## config.mk

```make
export PLATFORM = sky130hd
export DESIGN_NAME = coeff_bit_pack_unpack
export DESIGN_NICKNAME = d
export VERILOG_FILES = /design/src/design/cbp_pkg.sv /design/src/design/cbp_front.sv /design/src/design/cbp_fifo.sv /design/src/design/cbp_back.sv /design/src/design/coeff_bit_pack_unpack.sv
export SDC_FILE = /design/constraint.sdc
export NUM_CORES = 1
export LEC_CHECK = 0
export ABC_AREA = 1
export BUFFER_PORTS_ARGS = -buffer_cell sky130_fd_sc_hd__buf_4
export CAP_MARGIN = 40
export CORE_AREA = 4 4 142 144
export CTS_BUF_LIST = sky130_fd_sc_hd__clkbuf_8
export DETAILED_ROUTE_END_ITERATION = 8
export DIE_AREA = 0 0 146 148
export GPL_TIMING_DRIVEN = 0
export PLACE_DENSITY = 0.74
export REMOVE_ABC_BUFFERS = 1
export SETUP_SLACK_MARGIN = 0.3
export SLEW_MARGIN = 5
export SYNTH_ARGS = -nofsm -noshare
export SYNTH_HDL_FRONTEND = slang
export SYNTH_SLANG_ARGS = --single-unit
```

## constraint.sdc

```tcl
create_clock -name clk_i -period 5.95 [get_ports clk_i]
set_input_delay 0.595 -clock clk_i [delete_from_list [all_inputs] [get_ports clk_i]]
set_output_delay 0.595 -clock clk_i [all_outputs]
set_load 0.01 [all_outputs]
```

## src/design/cbp_pkg.sv

```systemverilog
package cbp_pkg;

  // Defaults for the top-level parameters.
  localparam int unsigned NUM_COEFFS_DEF = 256;
  localparam int unsigned MAX_WIDTH_DEF  = 16;

  // Depth of the queue between the front and the back.
  localparam int unsigned QUEUE_DEPTH = 2;

  // Stream word layouts.
  localparam int unsigned COEFF_W = 16;
  localparam int unsigned BYTE_W  = 8;
  localparam int unsigned IN_TDATA_W  = 24;
  localparam int unsigned OUT_TDATA_W = 24;

  // Configuration port.
  localparam int unsigned CFG_IDX_W  = 2;
  localparam int unsigned CFG_DATA_W = 5;
  localparam logic [CFG_IDX_W-1:0] REG_DIRECTION = 2'd0;
  localparam logic [CFG_IDX_W-1:0] REG_BIT_WIDTH = 2'd1;

  // Register reset values.
  localparam logic       DIRECTION_RST = 1'b0;
  localparam logic [4:0] BIT_WIDTH_RST = 5'd8;

  // Mode and housekeeping control handed to the back end.
  typedef struct packed {
    logic unpack;
    logic clear;
  } cbp_ctrl_t;

endpackage

```

## src/design/cbp_front.sv

```systemverilog
module cbp_front import cbp_pkg::*; #(
  parameter int unsigned MaxWidth = MAX_WIDTH_DEF
) (
  input  logic                  clk_i,
  input  logic                  rst_ni,
  input  logic                  in_valid_i,
  output logic                  in_ready_o,
  input  logic [IN_TDATA_W-1:0] in_data_i,
  input  logic                  unpack_i,
  input  logic [MaxWidth-1:0]   mask_i,
  input  logic [MaxWidth-1:0]   offset_i,
  output logic                  push_valid_o,
  input  logic                  push_ready_i,
  output logic [MaxWidth-1:0]   push_data_o
);

  logic signed [COEFF_W-1:0] coeff_s;
  logic [MaxWidth-1:0]       coeff_ext;
  logic [MaxWidth-1:0]       field;
  logic                      val_q;
  logic [MaxWidth-1:0]       data_q;

  assign coeff_s   = in_data_i[COEFF_W-1:0];
  assign coeff_ext = MaxWidth'(coeff_s);

  // Pack mode stores the offset field ready for the stream; unpack mode
  // stores the raw byte in the low bits.
  always_comb begin
    if (unpack_i) begin
      field = MaxWidth'(in_data_i[COEFF_W +: BYTE_W]);
    end else begin
      field = (offset_i - coeff_ext) & mask_i;
    end
  end

  assign in_ready_o   = !val_q || push_ready_i;
  assign push_valid_o = val_q;
  assign push_data_o  = data_q;

  always_ff @(posedge clk_i or negedge rst_ni) begin
    if (!rst_ni) begin
      val_q <= 1'b0;
    end else if (in_ready_o) begin
      val_q <= in_valid_i;
    end
  end

  always_ff @(posedge clk_i) begin
    if (in_valid_i && in_ready_o) begin
      data_q <= field;
    end
  end

endmodule

```

## src/design/cbp_fifo.sv

```systemverilog
module cbp_fifo import cbp_pkg::*; #(
  parameter int unsigned Width = MAX_WIDTH_DEF,
  parameter int unsigned Depth = QUEUE_DEPTH
) (
  input  logic             clk_i,
  input  logic             rst_ni,
  input  logic             push_i,
  output logic             push_ready_o,
  input  logic [Width-1:0] push_data_i,
  output logic             pop_valid_o,
  input  logic             pop_i,
  output logic [Width-1:0] pop_data_o
);

  localparam int unsigned PtrW = (Depth > 1) ? $clog2(Depth) : 1;
  localparam int unsigned CntW = $clog2(Depth + 1);

  logic [Width-1:0] mem_q [Depth];
  logic [PtrW-1:0]  wr_ptr_q, rd_ptr_q;
  logic [CntW-1:0]  count_q;
  logic             do_push, do_pop;

  assign push_ready_o = count_q < CntW'(Depth);
  assign pop_valid_o  = count_q != '0;
  assign pop_data_o   = mem_q[rd_ptr_q];
  assign do_push      = push_i && push_ready_o;
  assign do_pop       = pop_i && pop_valid_o;

  always_ff @(posedge clk_i or negedge rst_ni) begin
    if (!rst_ni) begin
      wr_ptr_q <= '0;
      rd_ptr_q <= '0;
      count_q  <= '0;
    end else begin
      if (do_push) begin
        wr_ptr_q <= (wr_ptr_q == PtrW'(Depth - 1)) ? '0 : wr_ptr_q + 1'b1;
      end
      if (do_pop) begin
        rd_ptr_q <= (rd_ptr_q == PtrW'(Depth - 1)) ? '0 : rd_ptr_q + 1'b1;
      end
      if (do_push && !do_pop) begin
        count_q <= count_q + 1'b1;
      end else if (do_pop && !do_push) begin
        count_q <= count_q - 1'b1;
      end
    end
  end

  always_ff @(posedge clk_i) begin
    if (do_push) begin
      mem_q[wr_ptr_q] <= push_data_i;
    end
  end

  a_count_bound: assert property (@(posedge clk_i) disable iff (!rst_ni)
    count_q <= CntW'(Depth))
    else $error("queue occupancy above its depth");

endmodule

```

## src/design/cbp_back.sv

```systemverilog
module cbp_back import cbp_pkg::*; #(
  parameter int unsigned MaxWidth  = MAX_WIDTH_DEF,
  parameter int unsigned NumCoeffs = NUM_COEFFS_DEF,
  localparam int unsigned WW = $clog2(MaxWidth + 1)
) (
  input  logic                   clk_i,
  input  logic                   rst_ni,
  input  cbp_ctrl_t              ctrl_i,
  input  logic [WW-1:0]          width_i,
  input  logic [MaxWidth-1:0]    mask_i,
  input  logic [MaxWidth-1:0]    offset_i,
  input  logic                   pop_valid_i,
  output logic                   pop_o,
  input  logic [MaxWidth-1:0]    pop_data_i,
  output logic                   out_valid_o,
  input  logic                   out_ready_i,
  output logic [OUT_TDATA_W-1:0] out_data_o,
  output logic                   out_last_o,
  output logic                   out_done_o
);

  localparam int unsigned AccW = MaxWidth + 8;
  localparam int unsigned HW   = $clog2(AccW + 1);
  localparam int unsigned CntW = $clog2(NumCoeffs);
  localparam int unsigned VW   = (MaxWidth > COEFF_W) ? MaxWidth : COEFF_W;

  logic [AccW-1:0] acc_q, acc_d, acc_v, acc_n;
  logic [HW-1:0]   held_q, held_d, held_v, held_n;
  logic [CntW-1:0] cnt_q, cnt_d;
  logic            active_q, active_d;
  logic            done_q, done_d;
  logic            done_v, cnt_last;

  logic            have_v, emit, last, pdone, slot_free, step;
  logic [MaxWidth-1:0] field_v;
  logic [VW-1:0]   coeff_wide;
  logic [BYTE_W-1:0]  res_byte;
  logic [COEFF_W-1:0] res_coeff;

  logic               out_valid_q;
  logic [BYTE_W-1:0]  out_byte_q;
  logic [COEFF_W-1:0] out_coeff_q;
  logic               out_last_q, out_done_q;

  assign cnt_last  = cnt_q == CntW'(NumCoeffs - 1);
  assign have_v    = active_q || pop_valid_i;
  assign slot_free = !out_valid_q || out_ready_i;

  // Working view: either the item still being drained or the queue head
  // merged into the accumulator above the bits already held.
  always_comb begin
    if (active_q) begin
      acc_v  = acc_q;
      held_v = held_q;
      done_v = done_q;
    end else begin
      acc_v  = acc_q | (AccW'(pop_data_i) << held_q);
      held_v = ctrl_i.unpack ? held_q + HW'(BYTE_W) : held_q + HW'(width_i);
      done_v = cnt_last;
    end
  end

  assign field_v    = MaxWidth'(acc_v) & mask_i;
  assign coeff_wide = VW'(offset_i) - VW'(field_v);

  always_comb begin
    res_byte  = '0;
    res_coeff = '0;
    if (ctrl_i.unpack) begin
      emit      = held_v >= HW'(width_i);
      held_n    = held_v - HW'(width_i);
      acc_n     = acc_v >> width_i;
      pdone     = cnt_last;
      last      = cnt_last || (held_n < HW'(width_i));
      res_coeff = coeff_wide[COEFF_W-1:0];
    end else begin
      emit      = (held_v >= HW'(8)) || (done_v && held_v != '0);
      held_n    = (held_v >= HW'(8)) ? held_v - HW'(8) : '0;
      acc_n     = acc_v >> 8;
      last      = done_v ? (held_n == '0) : (held_n < HW'(8));
      pdone     = done_v && last;
      res_byte  = acc_v[BYTE_W-1:0];
    end
  end

  // An item that completes nothing is absorbed without the output slot.
  assign step  = have_v && (!emit || slot_free);
  assign pop_o = !active_q && pop_valid_i && step;

  always_comb begin
    acc_d    = acc_q;
    held_d   = held_q;
    cnt_d    = cnt_q;
    active_d = active_q;
    done_d   = done_q;
    if (ctrl_i.clear) begin
      acc_d    = '0;
      held_d   = '0;
      cnt_d    = '0;
      active_d = 1'b0;
      done_d   = 1'b0;
    end else if (step) begin
      if (pop_o && !ctrl_i.unpack) begin
        cnt_d  = done_v ? '0 : cnt_q + 1'b1;
        done_d = done_v;
      end
      if (emit) begin
        acc_d    = pdone ? '0 : acc_n;
        held_d   = pdone ? '0 : held_n;
        active_d = !last;
        if (ctrl_i.unpack) begin
          cnt_d = cnt_last ? '0 : cnt_q + 1'b1;
        end
      end else begin
        acc_d    = acc_v;
        held_d   = held_v;
        active_d = 1'b0;
      end
    end
  end

  always_ff @(posedge clk_i or negedge rst_ni) begin
    if (!rst_ni) begin
      acc_q       <= '0;
      held_q      <= '0;
      cnt_q       <= '0;
      active_q    <= 1'b0;
      done_q      <= 1'b0;
      out_valid_q <= 1'b0;
    end else begin
      acc_q    <= acc_d;
      held_q   <= held_d;
      cnt_q    <= cnt_d;
      active_q <= active_d;
      done_q   <= done_d;
      if (step && emit) begin
        out_valid_q <= 1'b1;
      end else if (out_ready_i) begin
        out_valid_q <= 1'b0;
      end
    end
  end

  always_ff @(posedge clk_i) begin
    if (step && emit) begin
      out_byte_q  <= res_byte;
      out_coeff_q <= res_coeff;
      out_last_q  <= last;
      out_done_q  <= pdone;
    end
  end

  assign out_valid_o = out_valid_q;
  assign out_data_o  = {out_coeff_q, out_byte_q};
  assign out_last_o  = out_last_q;
  assign out_done_o  = out_done_q;

  a_pack_drain: assert property (@(posedge clk_i) disable iff (!rst_ni)
    active_q && !ctrl_i.unpack |-> (held_q >= HW'(8)) || done_q)
    else $error("pack drain active without a full byte or a pending end");

  a_unpack_rest: assert property (@(posedge clk_i) disable iff (!rst_ni)
    !active_q && ctrl_i.unpack |-> held_q < HW'(width_i))
    else $error("unpack left a whole field in the accumulator");

  a_poly_clear: assert property (@(posedge clk_i) disable iff (!rst_ni)
    step && emit && pdone && !ctrl_i.clear |=>
      held_q == '0 && cnt_q == '0 && !active_q)
    else $error("stream state not cleared after the polynomial ended");

endmodule

```

## src/design/coeff_bit_pack_unpack.sv

```systemverilog
// An accepted input word passes the front register and the queue before its first result
// word is registered in the back end; its further result words follow one per cycle while
// the receiver keeps up. Throughput: one input word per cycle while each yields at most one
// result word and no stall; else one result word per cycle, bounded by the result register.
// Reset (rst_ni, asynchronous, active low) empties the pipeline and the queue, clears the
// accumulator and counters, and sets direction to pack and bit_width to 8.
module coeff_bit_pack_unpack import cbp_pkg::*; #(
  parameter int unsigned NumCoeffs = NUM_COEFFS_DEF,
  parameter int unsigned MaxWidth  = MAX_WIDTH_DEF
) (
  input  logic                   clk_i,
  input  logic                   rst_ni,
  // Configuration write channel.
  input  logic                   cfg_valid_i,
  output logic                   cfg_ready_o,
  input  logic [CFG_IDX_W-1:0]   cfg_index_i,
  input  logic [CFG_DATA_W-1:0]  cfg_data_i,
  // Input stream.
  input  logic                   s_axis_tvalid,
  output logic                   s_axis_tready,
  input  logic [IN_TDATA_W-1:0]  s_axis_tdata,   // [15:0] in_coeff, [23:16] in_byte
  // Result stream.
  output logic                   m_axis_tvalid,
  input  logic                   m_axis_tready,
  output logic [OUT_TDATA_W-1:0] m_axis_tdata,   // [7:0] out_byte, [23:8] out_coeff
  output logic                   m_axis_tlast,   // run_last
  output logic                   m_axis_tuser    // poly_done
);

  localparam int unsigned WW = $clog2(MaxWidth + 1);

  logic                direction_q;
  logic [4:0]          bit_width_q;
  logic [WW-1:0]       width_eff;
  logic [MaxWidth-1:0] mask, offset;
  logic                cfg_write, cfg_hit;
  cbp_ctrl_t           ctrl;

  logic                push_valid, push_ready, pop_valid, pop;
  logic [MaxWidth-1:0] push_data, pop_data;

  // The configuration port never stalls. Writes are expected only while the
  // block is idle; any write to a known register starts a fresh polynomial.
  assign cfg_ready_o = 1'b1;
  assign cfg_write   = cfg_valid_i && cfg_ready_o;

  always_comb begin
    case (cfg_index_i)
      REG_DIRECTION: cfg_hit = cfg_write;
      REG_BIT_WIDTH: cfg_hit = cfg_write;
      default:       cfg_hit = 1'b0;
    endcase
  end

  always_ff @(posedge clk_i or negedge rst_ni) begin
    if (!rst_ni) begin
      direction_q <= DIRECTION_RST;
      bit_width_q <= BIT_WIDTH_RST;
    end else if (cfg_write) begin
      case (cfg_index_i)
        REG_DIRECTION: direction_q <= cfg_data_i[0];
        REG_BIT_WIDTH: bit_width_q <= cfg_data_i[4:0];
        default: ;
      endcase
    end
  end

  // A width of zero behaves as one, and anything above the supported
  // maximum is held at the maximum.
  always_comb begin
    if (bit_width_q == '0) begin
      width_eff = WW'(1);
    end else if (bit_width_q > 5'(MaxWidth)) begin
      width_eff = WW'(MaxWidth);
    end else begin
      width_eff = WW'(bit_width_q);
    end
  end

  // Field mask of width_eff ones; the coefficient offset is half of it.
  assign mask   = ~({MaxWidth{1'b1}} << width_eff);
  assign offset = mask >> 1;

  assign ctrl.unpack = direction_q;
  assign ctrl.clear  = cfg_hit;

  // Front end: takes input words and turns each into a stream field (pack)
  // or a raw byte (unpack), ahead of the queue.
  cbp_front #(
    .MaxWidth (MaxWidth)
  ) u_front (
    .clk_i        (clk_i),
    .rst_ni       (rst_ni),
    .in_valid_i   (s_axis_tvalid),
    .in_ready_o   (s_axis_tready),
    .in_data_i    (s_axis_tdata),
    .unpack_i     (direction_q),
    .mask_i       (mask),
    .offset_i     (offset),
    .push_valid_o (push_valid),
    .push_ready_i (push_ready),
    .push_data_o  (push_data)
  );

  // Short queue so the front keeps accepting while the back drains an item
  // that produces several result words.
  cbp_fifo #(
    .Width (MaxWidth),
    .Depth (QUEUE_DEPTH)
  ) u_fifo (
    .clk_i        (clk_i),
    .rst_ni       (rst_ni),
    .push_i       (push_valid),
    .push_ready_o (push_ready),
    .push_data_i  (push_data),
    .pop_valid_o  (pop_valid),
    .pop_i        (pop),
    .pop_data_o   (pop_data)
  );

  // Back end: owns the bit accumulator and the coefficient count, and emits
  // one byte or one coefficient per cycle into the result register while it is free.
  cbp_back #(
    .MaxWidth  (MaxWidth),
    .NumCoeffs (NumCoeffs)
  ) u_back (
    .clk_i       (clk_i),
    .rst_ni      (rst_ni),
    .ctrl_i      (ctrl),
    .width_i     (width_eff),
    .mask_i      (mask),
    .offset_i    (offset),
    .pop_valid_i (pop_valid),
    .pop_o       (pop),
    .pop_data_i  (pop_data),
    .out_valid_o (m_axis_tvalid),
    .out_ready_i (m_axis_tready),
    .out_data_o  (m_axis_tdata),
    .out_last_o  (m_axis_tlast),
    .out_done_o  (m_axis_tuser)
  );

  // The word that ends a polynomial is always the last one of its input word.
  a_done_is_last: assert property (@(posedge clk_i) disable iff (!rst_ni)
    m_axis_tvalid && m_axis_tuser |-> m_axis_tlast)
    else $error("polynomial end flagged on a word that is not the last");

endmodule

```

==> summary.md <==
| Metric | Value |
|---|---|
| Status | `finished clean` |
| Power Dens Cells | `659.4 mW/mm2` |
| Final core utilization | `60.75%` |
| Sink Count | `125` |
| Hold Path Class | `in2async` |
| DR vias | `10.66k` |
| Peak supply drop | `0.5819 mV` |
| XOR/XNOR share of the synthesized area | `1.289%` |
| First-pass GRT wire length | `50980 um` |
| Die H | `148 um` |
| Synth Register Bits | `125` |
| Synth Area in Compound Gates | `13.48%` |
| Ports | `65` |
| Final setup viols | `0` |
| Buf/Inv on CP | `7` |
| Relative slew slack | `36.51%` |
| Final-report max-slew violation count | `0` |
| Clock Path Buffers | `2` |
| Max Freq | `182.5 MHz` |
| Crit path cell chain | `inv_1 > buf_16 > o21ai_2 > buf_8 > inv_2 > ha_1 > fa_1 > or2_2 > nand3_1 > o21ai_1 > ha_1 > a21oi_1 > o21ai_0 > a211o_1 > or2_2 > nand2_2 > inv_4 > nand2_1 > clkinvlp_4 > buf_16` |
| WP data required | `6.15 ns` |
| Hold Buf Count CTS | `0` |
| Part of the power in registers | `22.0%` |
| Final period util | `92.07%` |
| Mux share of post-synthesis cell area | `0.2210%` |
| Synth unique cells | `56` |
| IO buf count | `63` |
| Setup Skew | `0.03148 ns` |
| Clk slew on worst S/H paths | `0.08 ns` |
| RSZ-0062 raised after global routing | `false` |
| Most frequent cells in the layout | `nand2_1 (452), nand3_1 (253), inv_1 (147)` |
| Total grt overflow | `0` |
| Htree depth | `4` |
| WL per Instance | `18.10 um` |
| Internal power | `0.003431 W` |
| Critical Path Sink Type | `register` |
| Switching pwr | `0.004062 W` |
| Dpl hpwl | `23300 um` |
| First-pass detailed-route iteration total | `7` |
| Total GRT Usage | `29.55%` |
| Routed Antenna Nets | `0` |
| Rows | `50` |
| Synthesized area | `0.01019 mm2` |
| Skew-Pair Late Insertion Delay | `0.47 ns` |
| Critical Path AT | `5.68 ns` |
| MaxCap Viol Count | `0` |
| Simple-Gate Fraction of Synth Area | `35.34%` |
| Starting density of the core | `54.49%` |
| P&R area growth vs syn | `11.49%` |
| Post-Syn Instances | `1493` |
| Kind of critical path | `reg2reg` |
| Clock share of power | `9.9%` |
| Crit path max-delay family | `buffers and inverters` |
| Max incr delay on CP | `0.52 ns` |
| Die Footprint | `0.02161 mm2` |
| Worst Path Max Fanout | `30` |
| Commonest non-fill, non-tap cell in the layout | `nand2_1` |
| Number of remaining DRC errors | `0` |
| Largest family of logic cells by synthesized area | `simple AND/OR/NAND/NOR gates` |
| Clock root buffer master | `clkbuf_8` |
| Crit path time final | `5.478 ns` |
| Final wirelength | `32290 um` |
| Final net count | `1622` |
| Largest net degree at the start of global routing | `52` |
| Synth Area in Adders | `6.433%` |
| Sw Ratio | `54.21%` |
| Core Area | `0.01871 mm2` |
| Avg Vias per Cell | `5.975` |
| CTS buffer count | `17` |
| Slew @ Worst Pin | `0.9513 ns` |
| Final Hold Viols | `0` |
| Combinational share of power | `68.1%` |
| DIE WIDTH | `146 um` |
| Initial antenna violation count | `0` |
| Share of post-route cells with drive strength above 1 | `10.46%` |
| Vias in the first global route | `9696` |
| Synthesized area per cell | `6.827 um2` |
| Post-synthesis sequential area ratio | `34.34%` |
| Leak Pwr | `5.547 nW` |
| 1st-iter DRT viols | `1437` |
| Yosys warning count | `0` |
| Worst Setup Start Kind | `register` |
| Routability cong. | `0.9616` |
| Crit-path slowest cell | `dfrtp_4` |
| Setup_tns | `0 ns` |
| CTS tree | `done` |
[power groups by stage]
stage	clock, W	combinational (W)	sequential [W]
2_1_floorplan	0	0.00335	0.00164
3_3_place_gp	0	0.00464	0.00167
3_5_place_dp	0	0.00488	0.00166
4_1_cts	0.000744	0.00495	0.00165
5_1_grt	0.000788	0.00568	0.00169
6_report	0.000743	0.00510	0.00165
[final timing paths]
kind,slack [ns],to,startpoint,cells past startpoint
setup reg to reg,0.47,u_back.out_coeff_q[8]$_SDFFCE_PN0P_,bit_width_q[4]$_DFFE_PN0P_,20
min in group clk_i,0.34,direction_q$_DFFE_PN0P_,cfg_data_i[0],3
hold / removal,0.18,u_fifo.rd_ptr_q$_DFFE_PN0P_,rst_ni,1
setup / recovery,0.47,u_back.out_coeff_q[8]$_SDFFCE_PN0P_,bit_width_q[4]$_DFFE_PN0P_,20
max in group asynchronous,5.21,bit_width_q[4]$_DFFE_PN0P_,rst_ni,1
hold reg to reg,0.45,u_fifo.mem_q[1][7]$_DFFE_PP_,u_front.push_data_o[7]$_DFFE_PP_,0
[cell families after synthesis]
logic type               Yosys count
adder cells (fa/ha/maj)           50
multiplexers                       2
XOR/XNOR                          15
buffers and inverters            222
AND/OR/NAND/NOR                  832
other                              1
AO/OA/AOI/OAI                    246
flip-flops                       125
[what timing repair did]
| action | 4_1_cts | 5_1_grt |
|---|---|---|
| endpoints found under the setup margin | 71 | 34 |
| setup buffers | 3 | 8 |
| resized for setup | 7 | 2 |
| pin swaps | 1 | 0 |
| cloned | 3 | 0 |
[metrics by stage]
stage                     area (um2)  hold slack (ns)  total power, W  cells  setup WS, ns
final                          11360           0.1816        0.007493   1784        0.4717
after global routing           11360           0.2251        0.008149   1783        0.2985
after CTS                      11290           0.1986        0.007341   1775        0.4200
after detailed placement       10870           0.4306        0.006540   1737       -0.4571
after global placement         10650           0.4246        0.006312   1727        -2.879
after floorplan                 9888           0.2994        0.004983   1430      -0.03622
[cell usage after synthesis, drive strengths merged]
master	n	area share, %
a31oi	12	0.74
and2	1	0.061
inv	158	5.8
dfstp	1	0.26
a211oi	3	0.22
nand3	255	13
o211ai	4	0.29
edfxtp	74	22
a21oi	93	4.6
o21a	1	0.074
fa	4	0.79
nand4	17	1.0
buf	37	2.0
xor2	13	1.1
dfrtp	50	12
a2111oi	1	0.086
clkbuf	26	0.97
o21ai	108	5.6
mux2	2	0.22
nand3b	3	0.34
clkinv	1	0.037
o2111ai	6	0.52
ha	46	5.6
o221ai	2	0.17
a32o	1	0.098
nand2	457	17
o31ai	7	0.52
o21bai	1	0.074
a21o	1	0.074
nor4	3	0.18
or2	4	0.25
xnor2	2	0.17
a211o	1	0.086
nor2	85	3.4
conb	1	0.037
o22ai	3	0.18
a21boi	2	0.15
nor3	7	0.39
[registers in the layout, summed over array words and instances, names as in the netlist, 2 cells and up]
register / count
bit_width_q: 5
u_back.acc_q: 24
u_back.cnt_q: 8
u_back.held_q: 5
u_back.out_byte_q: 8
u_back.out_coeff_q: 16
u_fifo.count_q: 2
u_fifo.mem_q: 32
u_front.push_data_o: 16
[final cells by class]
| cell class | instances | area [um2] |
|---|---|---|
| multi-input cells | 1147 | 5818 |
| repair buffers | 84 | 753.2 |
| flip-flops and latches | 125 | 3505 |
| inverters | 159 | 613.1 |
| clock inverters | 15 | 135.1 |
| well taps | 234 | 292.8 |
| fillers | 1770 | 7342 |
| diodes | 1 | 2.502 |
| clock buffers | 17 | 234.0 |
| repair inverters | 2 | 10.01 |
[routing by layer]
layer	GRT usage (%)	up-vias	share of wire (%)
met5	0	-	0
met4	11.90	0	4.0
met3	5.579	107	9.1
met2	47.62	547	46
met1	39.53	4876	41
li1	-	5130	-
[worst register-to-register path, stage by stage, from the launching register on]
cell and delay, ns:
dfrtp_4 0.52, inv_1 0.14, buf_16 0.19, o21ai_2 0.22, buf_8 0.24, inv_2 0.24
ha_1 0.33, fa_1 0.40, or2_2 0.31, nand3_1 0.07, o21ai_1 0.18, ha_1 0.40
a21oi_1 0.18, o21ai_0 0.10, a211o_1 0.26, or2_2 0.33, nand2_2 0.24, inv_4 0.19
nand2_1 0.18, clkinvlp_4 0.26, buf_16 0.25
No activity file was read; power rests on OpenSTA's default activity.
